===== src/rtl/core/asob_pkg.sv =====
package asob_pkg;

	localparam int unsigned CHAN_W = 8;
	localparam int unsigned NCH    = 3;
	localparam int unsigned PROD_W = 16;
	localparam int unsigned D_W    = 16;
	localparam int unsigned NUM_W  = 24;

	localparam logic [CHAN_W-1:0] CHAN_MAX = 8'hff;
	localparam logic [CHAN_W-1:0] CHAN_MIN = 8'h00;

	// Products formed in the first stage. Channel 0 is blue, 1 green, 2 red.
	typedef struct packed {
		logic                            byp;
		logic [31:0]                     byp_px;
		logic [CHAN_W-1:0]               da;
		logic [CHAN_W-1:0]               sa;
		logic [PROD_W-1:0]               dasa;
		logic [NCH-1:0][PROD_W-1:0]      dcda;
		logic [NCH-1:0][PROD_W-1:0]      sasc;
	} prod_t;

	// State of the shared restoring division, one remainder per channel.
	typedef struct packed {
		logic                            byp;
		logic [31:0]                     byp_px;
		logic [CHAN_W-1:0]               alpha;
		logic [NUM_W-1:0]                dsh;
		logic [NCH-1:0][NUM_W-1:0]       rem;
		logic [NCH-1:0][CHAN_W-1:0]      quo;
	} div_t;

endpackage


===== src/rtl/core/asob_prod.sv =====
module asob_prod (
	input  logic           clk,
	input  logic           en,
	input  logic [31:0]    dst_argb,
	input  logic [31:0]    src_argb,
	output asob_pkg::prod_t prod_s1
);
	import asob_pkg::*;

	prod_t nxt;

	always_comb begin
		logic [CHAN_W-1:0] da;
		logic [CHAN_W-1:0] sa;
		logic [CHAN_W-1:0] dc;
		logic [CHAN_W-1:0] sc;
		da = dst_argb[31:24];
		sa = src_argb[31:24];
		nxt.da = da;
		nxt.sa = sa;
		nxt.dasa = PROD_W'(da) * PROD_W'(sa);
		if ((da == CHAN_MIN) || (sa == CHAN_MAX)) begin
			nxt.byp = 1'b1;
			nxt.byp_px = src_argb;
		end else if (sa == CHAN_MIN) begin
			nxt.byp = 1'b1;
			nxt.byp_px = dst_argb;
		end else begin
			nxt.byp = 1'b0;
			nxt.byp_px = src_argb;
		end
		for (int i = 0; i < NCH; i++) begin
			dc = dst_argb[8*i +: 8];
			sc = src_argb[8*i +: 8];
			nxt.dcda[i] = PROD_W'(dc) * PROD_W'(da);
			nxt.sasc[i] = PROD_W'(sc) * PROD_W'(sa);
		end
	end

	always_ff @(posedge clk) begin
		if (en) begin
			prod_s1 <= nxt;
		end
	end

endmodule


===== src/rtl/core/asob_num.sv =====
module asob_num (
	input  logic            clk,
	input  logic            en,
	input  asob_pkg::prod_t prod_s1,
	output asob_pkg::div_t  div_s2
);
	import asob_pkg::*;

	div_t nxt;

	always_comb begin
		logic [8:0]        asum;
		logic [16:0]       s255;
		logic [16:0]       d17;
		logic [D_W-1:0]    d;
		logic [16:0]       a17;
		logic [CHAN_W-1:0] inv_sa;
		logic [NUM_W-1:0]  dpart;
		logic [NUM_W-1:0]  spart;
		asum   = {1'b0, prod_s1.da} + {1'b0, prod_s1.sa};
		s255   = {asum, 8'b0} - {8'b0, asum};
		d17    = s255 - {1'b0, prod_s1.dasa};
		d      = d17[D_W-1:0];
		// Exact truncating division by 255 into eight bits for any d up to 65279; d here is at most 65025.
		a17    = {1'b0, d} + {9'b0, d[15:8]} + 17'd1;
		inv_sa = CHAN_MAX - prod_s1.sa;
		nxt.byp    = prod_s1.byp;
		nxt.byp_px = prod_s1.byp_px;
		nxt.alpha  = a17[15:8];
		nxt.dsh    = {1'b0, d, 7'b0};
		for (int i = 0; i < NCH; i++) begin
			dpart = NUM_W'(prod_s1.dcda[i]) * NUM_W'(inv_sa);
			spart = {prod_s1.sasc[i], 8'b0} - {8'b0, prod_s1.sasc[i]};
			nxt.rem[i] = dpart + spart;
			nxt.quo[i] = '0;
		end
	end

	always_ff @(posedge clk) begin
		if (en) begin
			div_s2 <= nxt;
		end
	end

endmodule


===== src/rtl/core/asob_div.sv =====
module asob_div (
	input  logic           clk,
	input  logic           en,
	input  asob_pkg::div_t div_in,
	output asob_pkg::div_t div_out
);
	import asob_pkg::*;

	div_t nxt;
	div_t div_sk;

	// Two quotient bits per stage: compare against the shifted divisor,
	// subtract when it fits, then halve the divisor.
	always_comb begin
		logic take;
		nxt = div_in;
		for (int s = 0; s < 2; s++) begin
			for (int i = 0; i < NCH; i++) begin
				take = (nxt.rem[i] >= nxt.dsh);
				if (take) begin
					nxt.rem[i] = nxt.rem[i] - nxt.dsh;
				end
				nxt.quo[i] = {nxt.quo[i][CHAN_W-2:0], take};
			end
			nxt.dsh = {1'b0, nxt.dsh[NUM_W-1:1]};
		end
	end

	always_ff @(posedge clk) begin
		if (en) begin
			div_sk <= nxt;
		end
	end

	assign div_out = div_sk;

endmodule


===== src/rtl/core/argb_source_over_blend_core.sv =====
// Channel  Handshake              Payload
// in       in_valid / in_stall    dst_argb[31:0], src_argb[31:0]
// out      out_valid / out_stall  out_argb[31:0]
//
// Six register stages: products, numerators and alpha, then four division
// stages that each resolve two quotient bits for all three color channels.
// One transaction enters per cycle when there are no stalls.
// Reset clears the stage valid bits only.
// A stall holds only the unbroken run of full stages at the output end, so bubbles still close up.
module argb_source_over_blend_core (
	input  logic        clk,
	input  logic        arst_n,
	input  logic        in_valid,
	output logic        in_stall,
	input  logic [31:0] dst_argb,
	input  logic [31:0] src_argb,
	output logic        out_valid,
	input  logic        out_stall,
	output logic [31:0] out_argb
);
	import asob_pkg::*;

	localparam int unsigned NSTG = 6;

	logic [NSTG:1]   v_s;
	logic [NSTG+1:1] en;
	logic [NSTG:1]   v_in;

	prod_t prod_s1;
	div_t  div_s2;
	div_t  div_s3;
	div_t  div_s4;
	div_t  div_s5;
	div_t  div_s6;

	always_comb begin
		en[NSTG+1] = !out_stall;
		for (int k = NSTG; k >= 1; k--) begin
			en[k] = !v_s[k] || en[k+1];
		end
	end

	assign v_in = {v_s[NSTG-1:1], in_valid};

	always_ff @(posedge clk or negedge arst_n) begin
		if (!arst_n) begin
			v_s <= '0;
		end else begin
			for (int k = 1; k <= NSTG; k++) begin
				if (en[k]) begin
					v_s[k] <= v_in[k];
				end
			end
		end
	end

	asob_prod u_prod (
		.clk      (clk),
		.en       (en[1]),
		.dst_argb (dst_argb),
		.src_argb (src_argb),
		.prod_s1  (prod_s1)
	);

	asob_num u_num (
		.clk     (clk),
		.en      (en[2]),
		.prod_s1 (prod_s1),
		.div_s2  (div_s2)
	);

	asob_div u_div3 (.clk(clk), .en(en[3]), .div_in(div_s2), .div_out(div_s3));
	asob_div u_div4 (.clk(clk), .en(en[4]), .div_in(div_s3), .div_out(div_s4));
	asob_div u_div5 (.clk(clk), .en(en[5]), .div_in(div_s4), .div_out(div_s5));
	asob_div u_div6 (.clk(clk), .en(en[6]), .div_in(div_s5), .div_out(div_s6));

	assign in_stall  = !en[1];
	assign out_valid = v_s[NSTG];
	assign out_argb  = div_s6.byp ? div_s6.byp_px
		: {div_s6.alpha, div_s6.quo[2], div_s6.quo[1], div_s6.quo[0]};

endmodule


===== config.mk =====
export PLATFORM = sky130hd
export DESIGN_NAME = argb_source_over_blend_core
export DESIGN_NICKNAME = d
export VERILOG_FILES = /design/src/rtl/core/asob_pkg.sv /design/src/rtl/core/asob_prod.sv /design/src/rtl/core/asob_num.sv /design/src/rtl/core/asob_div.sv /design/src/rtl/core/argb_source_over_blend_core.sv
export SDC_FILE = /design/constraint.sdc
export NUM_CORES = 2
export LEC_CHECK = 0
export BUFFER_PORTS_ARGS = -buffer_cell sky130_fd_sc_hd__clkbuf_2
export CAP_MARGIN = 20
export CORE_ASPECT_RATIO = 1.5
export CORE_UTILIZATION = 60
export CTS_BUF_LIST = sky130_fd_sc_hd__clkbuf_8
export CTS_CLUSTER_SIZE = 10
export DETAILED_ROUTE_END_ITERATION = 7
export HOLD_SLACK_MARGIN = 0.1
export PLACE_DENSITY_LB_ADDON = 0.05
export SYNTH_ARGS = -nofsm -noshare
export SYNTH_HDL_FRONTEND = slang
export SYNTH_SLANG_ARGS = --single-unit

===== constraint.sdc =====
create_clock -name clk -period 10.7 [get_ports clk]
set_clock_uncertainty 0.1 [all_clocks]
set_input_delay 1.605 -clock clk [delete_from_list [all_inputs] [get_ports clk]]
set_output_delay 1.605 -clock clk [all_outputs]
set_load 0.01 [all_outputs]

# [Yosys cells after proc, flatten, opt, wreduce, memory -nomap -nowiden]
# Cells that the tools add are included.
[word_totals] ff_bits=784 latch_bits=0 ramBits=0 rom_bits=0 output_inout_bits=34 memories=0
[classes] n_addsub=33 mul=10 n_div=0 magnitude_cmp=24 eq_ne=1 shift=0 n_mux=24 bitwise_logic=0 reduce_logical=17
[op_table] operator="24-bit 2-to-1 mux" n=21
[op_table] operator="8-bit by 8-bit multiplier with 16-bit output" n=7
[op_table] operator="24-bit adder" n=3
[op_table] operator="24-bit by 16-bit >= comparator with 1-bit output" n=3
[op_table] operator="24-bit by 17-bit >= comparator with 1-bit output" n=3
[op_table] operator="24-bit by 18-bit >= comparator with 1-bit output" n=3
[op_table] operator="24-bit by 19-bit >= comparator with 1-bit output" n=3
[op_table] operator="24-bit by 20-bit >= comparator with 1-bit output" n=3
[op_table] operator="24-bit by 21-bit >= comparator with 1-bit output" n=3
[op_table] operator="24-bit by 22-bit >= comparator with 1-bit output" n=3
[op_table] operator="24-bit by 23-bit >= comparator with 1-bit output" n=3
[op_table] operator="16-bit by 8-bit multiplier with 24-bit output" n=3
[op_table] operator="24-bit by 16-bit subtractor with 24-bit output" n=3
[op_table] operator="24-bit by 17-bit subtractor with 24-bit output" n=3
[op_table] operator="24-bit by 18-bit subtractor with 24-bit output" n=3
[op_table] operator="24-bit by 19-bit subtractor with 24-bit output" n=3
[op_table] operator="24-bit by 20-bit subtractor with 24-bit output" n=3
[op_table] operator="24-bit by 21-bit subtractor with 24-bit output" n=3
[op_table] operator="24-bit by 22-bit subtractor with 24-bit output" n=3
[op_table] operator="24-bit by 23-bit subtractor with 24-bit output" n=3
[op_table] operator="32-bit 2-to-1 mux" n=2
[op_table] operator="33-bit 2-to-1 mux" n=1
[op_table] operator="16-bit by 1-bit adder with 16-bit output, second input constant" n=1
[op_table] operator="16-bit by 8-bit adder with 16-bit output" n=1
[op_table] operator="other kinds (8)" n=22

# [Logic depth before layout (Yosys ltp)]
[logic_depth] ltp_word=8 depth_mapped=27

# [Hierarchy]
# Synthesis repeated with hierarchy kept, for this count alone.
[hier_totals] cells_unflattened=9439 hier_area_um2=95748.1
[modules_own_cells] mod="asob_div (u_div3 ...)" instances=2 cells_per_inst=1383 area_per_inst_um2=13774.5 seq_area_each_um2=4774.6
[modules_own_cells] mod="asob_div (u_div5 ...)" instances=2 cells_per_inst=1340 area_per_inst_um2=13452.9 seq_area_each_um2=4774.6
[modules_own_cells] mod="asob_num" instances=1 cells_per_inst=1992 area_per_inst_um2=20528.4 seq_area_each_um2=3873.7
[modules_own_cells] mod="asob_prod" instances=1 cells_per_inst=1944 area_per_inst_um2=20002.9 seq_area_each_um2=4834.6
[modules_own_cells] mod="argb_source_over_blend_core" instances=1 cells_per_inst=57 area_per_inst_um2=762.0 seq_area_each_um2=150.1

# [Worst setup path before layout]
# Ideal clock, no wire load.
[synth_path] path_type="input-to-output" from="in out_stall" to="out in_stall" arrival_ns=6.608 slack_ns=2.387 cell_stages=4 n_path_buf=0 path_cell_list="and3_1 > and3_1 > nand3_1 > inv_1"
[synth_between] elab_chain_len=8
[synth_lines] item="start: declaration" line="argb_source_over_blend_core.sv:18" text="input logic out_stall,"
[synth_lines] item="1-bit logical NOT" line="argb_source_over_blend_core.sv:37" text="en[NSTG+1] = !out_stall;"
[synth_lines] item="1-bit logical OR (6 in series)" line="argb_source_over_blend_core.sv:39" text="en[k] = !v_s[k] || en[k+1];"
[synth_lines] item="1-bit logical NOT" line="argb_source_over_blend_core.sv:77" text="assign in_stall = !en[1];"
[synth_lines] item="end: declaration" line="argb_source_over_blend_core.sv:14" text="output logic in_stall,"
# Every way passes these cells.

==> metrics.txt <==
Final period util=76.2%; setup_tns=0 ns; Place WS=2.65 ns; Area Overhead vs Synth=6.42%; final hold viol count=0; # port buffers=101; Routability Congestion=0.934; post-synthesis average cell area=10.1 µm²; Critical Path RT=11.22 ns; Synth Net Count=9,149; via count=54,900; Max Fclk=0.123 GHz; GR peak layer=met2; Final Slew Violations=0; Post-DRT Antenna Nets=0; clock tree buffer depth=3; Placeable Area=0.127 mm²; chip height=441 µm; Worst Tran Pin Value=1.07 ns; async set-reset flop share out of synthesis=0.765%; #FFs+latches synth=784; leading cell type in the layout, fill and taps excluded=inv_1; total die area=0.130 mm²; most common flop cell mapped by yosys=edfxtp_1; part of the Yosys area used for sequential elements=30.5%; gr ovfl total=0; root buffer cell=clkbuf_8; layout net count=9,265; TritonCTS Buffers=119; Via density=5.76; post-CTS sizing=0; TritonCTS clock tree=yes; Inst Count DP=9,315; Max Cap Violations=0; Distinct cells, synth=112; CP max FO=22; clock sinks=784; Worst Path Arrival=8.67 ns; Detailed Route Iter0 Violations=2,789; synth warn=0; most frequent cells in the layout=inv_1 (1,046), ha_1 (847), edfxtp_1 (778), fa_1 (615), nand2_1 (560); FP Rows=160; global-route wire length before repair=300 mm; Die Width=295 µm; EDFF count, synth=778; fin cells=9,534; layout cells sized above 1=7.71%; htree depth=3; initial antenna violation count=3; Post CTS Setup Buffer Count=0; Ports=102; drc violations=0; status=completed; met1 GRT Util=32.8%; Post-Synthesis Cells=7,619; GRT Total Usage=30.0%; startpoint types=flop; vias in the first global route=56,000; Max-slew headroom=28.7%; endpoint type of the worst setup path=flop; synthesized cell area=0.0772 mm²; RSZ-0062 raised after global routing=false; drt first pass iters=6; met2 Resource Use GR=54.8%; routing usage on met3=2.76%; final setup fails=0; Hold Buf Count CTS=0; pin count of the biggest net entering global routing=87; Initial Utilization=60.7%; routed len/inst=20.3 µm; CP Class=flop to flop; Final Util=64.6%; DRT Wirelength=193 mm; DP Wirelength=154 mm; worst setup margin=2.54 ns; Clock transition at path regs=0.07 ns; HP Class=flop to flop; clock latency at the later pin of the worst-skew pair=0.90 ns; Final Critical Period=8.16 ns
[worst max-delay path: stages (launching register included)]
cell	delay, ns
edfxtp_1	0.41
inv_1	0.60
ha_1	0.39
nor2b_1	0.16
o31ai_2	0.34
a21oi_2	0.14
o21ai_1	0.30
a21boi_2	0.14
nor2_1	0.51
inv_1	0.49
nor2_1	0.19
a21oi_1	0.11
fa_1	0.45
a21o_1	0.18
a21oi_1	0.29
o211ai_1	0.16
a31oi_1	0.37
o21ai_0	0.22
a221o_1	0.38
nand3b_1	0.24
a21oi_2	0.61
and2_1	0.58
inv_2	0.15
mux2_1	0.34
[synthesized netlist by cell type (all sizes together), types with 139 or more instances]
master / instances / share of area, %
o21ai: 336 / 2.2
fa: 615 / 16
mux2: 187 / 2.8
and2: 282 / 2.3
xnor2: 318 / 3.6
nor2: 367 / 1.8
inv: 1022 / 5.0
a21oi: 385 / 2.5
nor2b: 247 / 2.0
nand2b: 262 / 2.1
ha: 847 / 14
a21o: 186 / 1.8
nand2: 563 / 2.7
clkbuf: 139 / 0.68
edfxtp: 778 / 30
[cell families (layout without fill, tap and decap cells)]
kind of cell | after synthesis | count (layout) | synth area share, %
XOR/XNOR | 432 | 432 | 4.90
AO/OA/AOI/OAI | 1367 | 1367 | 11.4
buffers and inverters | 1204 | 1414 | 5.95
flip-flops | 784 | 784 | 30.5
AND/OR/NAND/NOR | 2164 | 2164 | 14.5
other | 0 | 4 | 0
multiplexers | 205 | 205 | 3.04
adder cells (fa/ha/maj) | 1463 | 1463 | 29.7
[stage by stage]
stage	instance area (µm²)	hold WS, ns
finish	82200	0.269
floorplan	77200	0.300
global placement	79700	0.302
CTS	82100	0.269
global route	82100	0.287
detailed placement	79700	0.305
[final timing paths]
check	cells after the start	slack, ns	startpoint	to
worst max-delay path	23	2.54	u_div4.div_out[100]	u_div5.div_out[82]
worst min-delay path	0	0.27	u_div5.div_out[13]	u_div6.div_out[15]
worst max register to register	23	2.54	u_div4.div_out[100]	u_div5.div_out[82]
worst min register to register	0	0.27	u_div5.div_out[13]	u_div6.div_out[15]
max in group asynchronous	1	9.89	arst_n	v_s[3]
min in group asynchronous	1	0.45	arst_n	v_s[4]
[routing by layer]
layer / routed length, µm / vias to the layer above
met2: 99500 / 1232
li1: - / 26400
met4: 14400 / 0
met3: 6530 / 451
met5: 0 / -
met1: 73000 / 26900
[state kept, by name, summed over array words and instances, names as in the netlist]
register / flops
v_s: 6
u_prod.prod_s1: 161
u_div4.div_out: 141
u_num.div_s2: 129
u_div6.div_out: 65
u_div5.div_out: 147
u_div3.div_out: 135
[layout make-up]
class	count	area (µm²)
inverter	1023	3850
tap	1701	2130
timing repair buffer	176	1070
multi-input combinational	5631	49200
clock inverter	96	781
antenna	4	10.0
fill	10500	45000
sequential	784	23500
clock buffer	119	1640
Power is not shown: default switching activity piles up to over one toggle a cycle in this logic, so the estimate is an artifact.
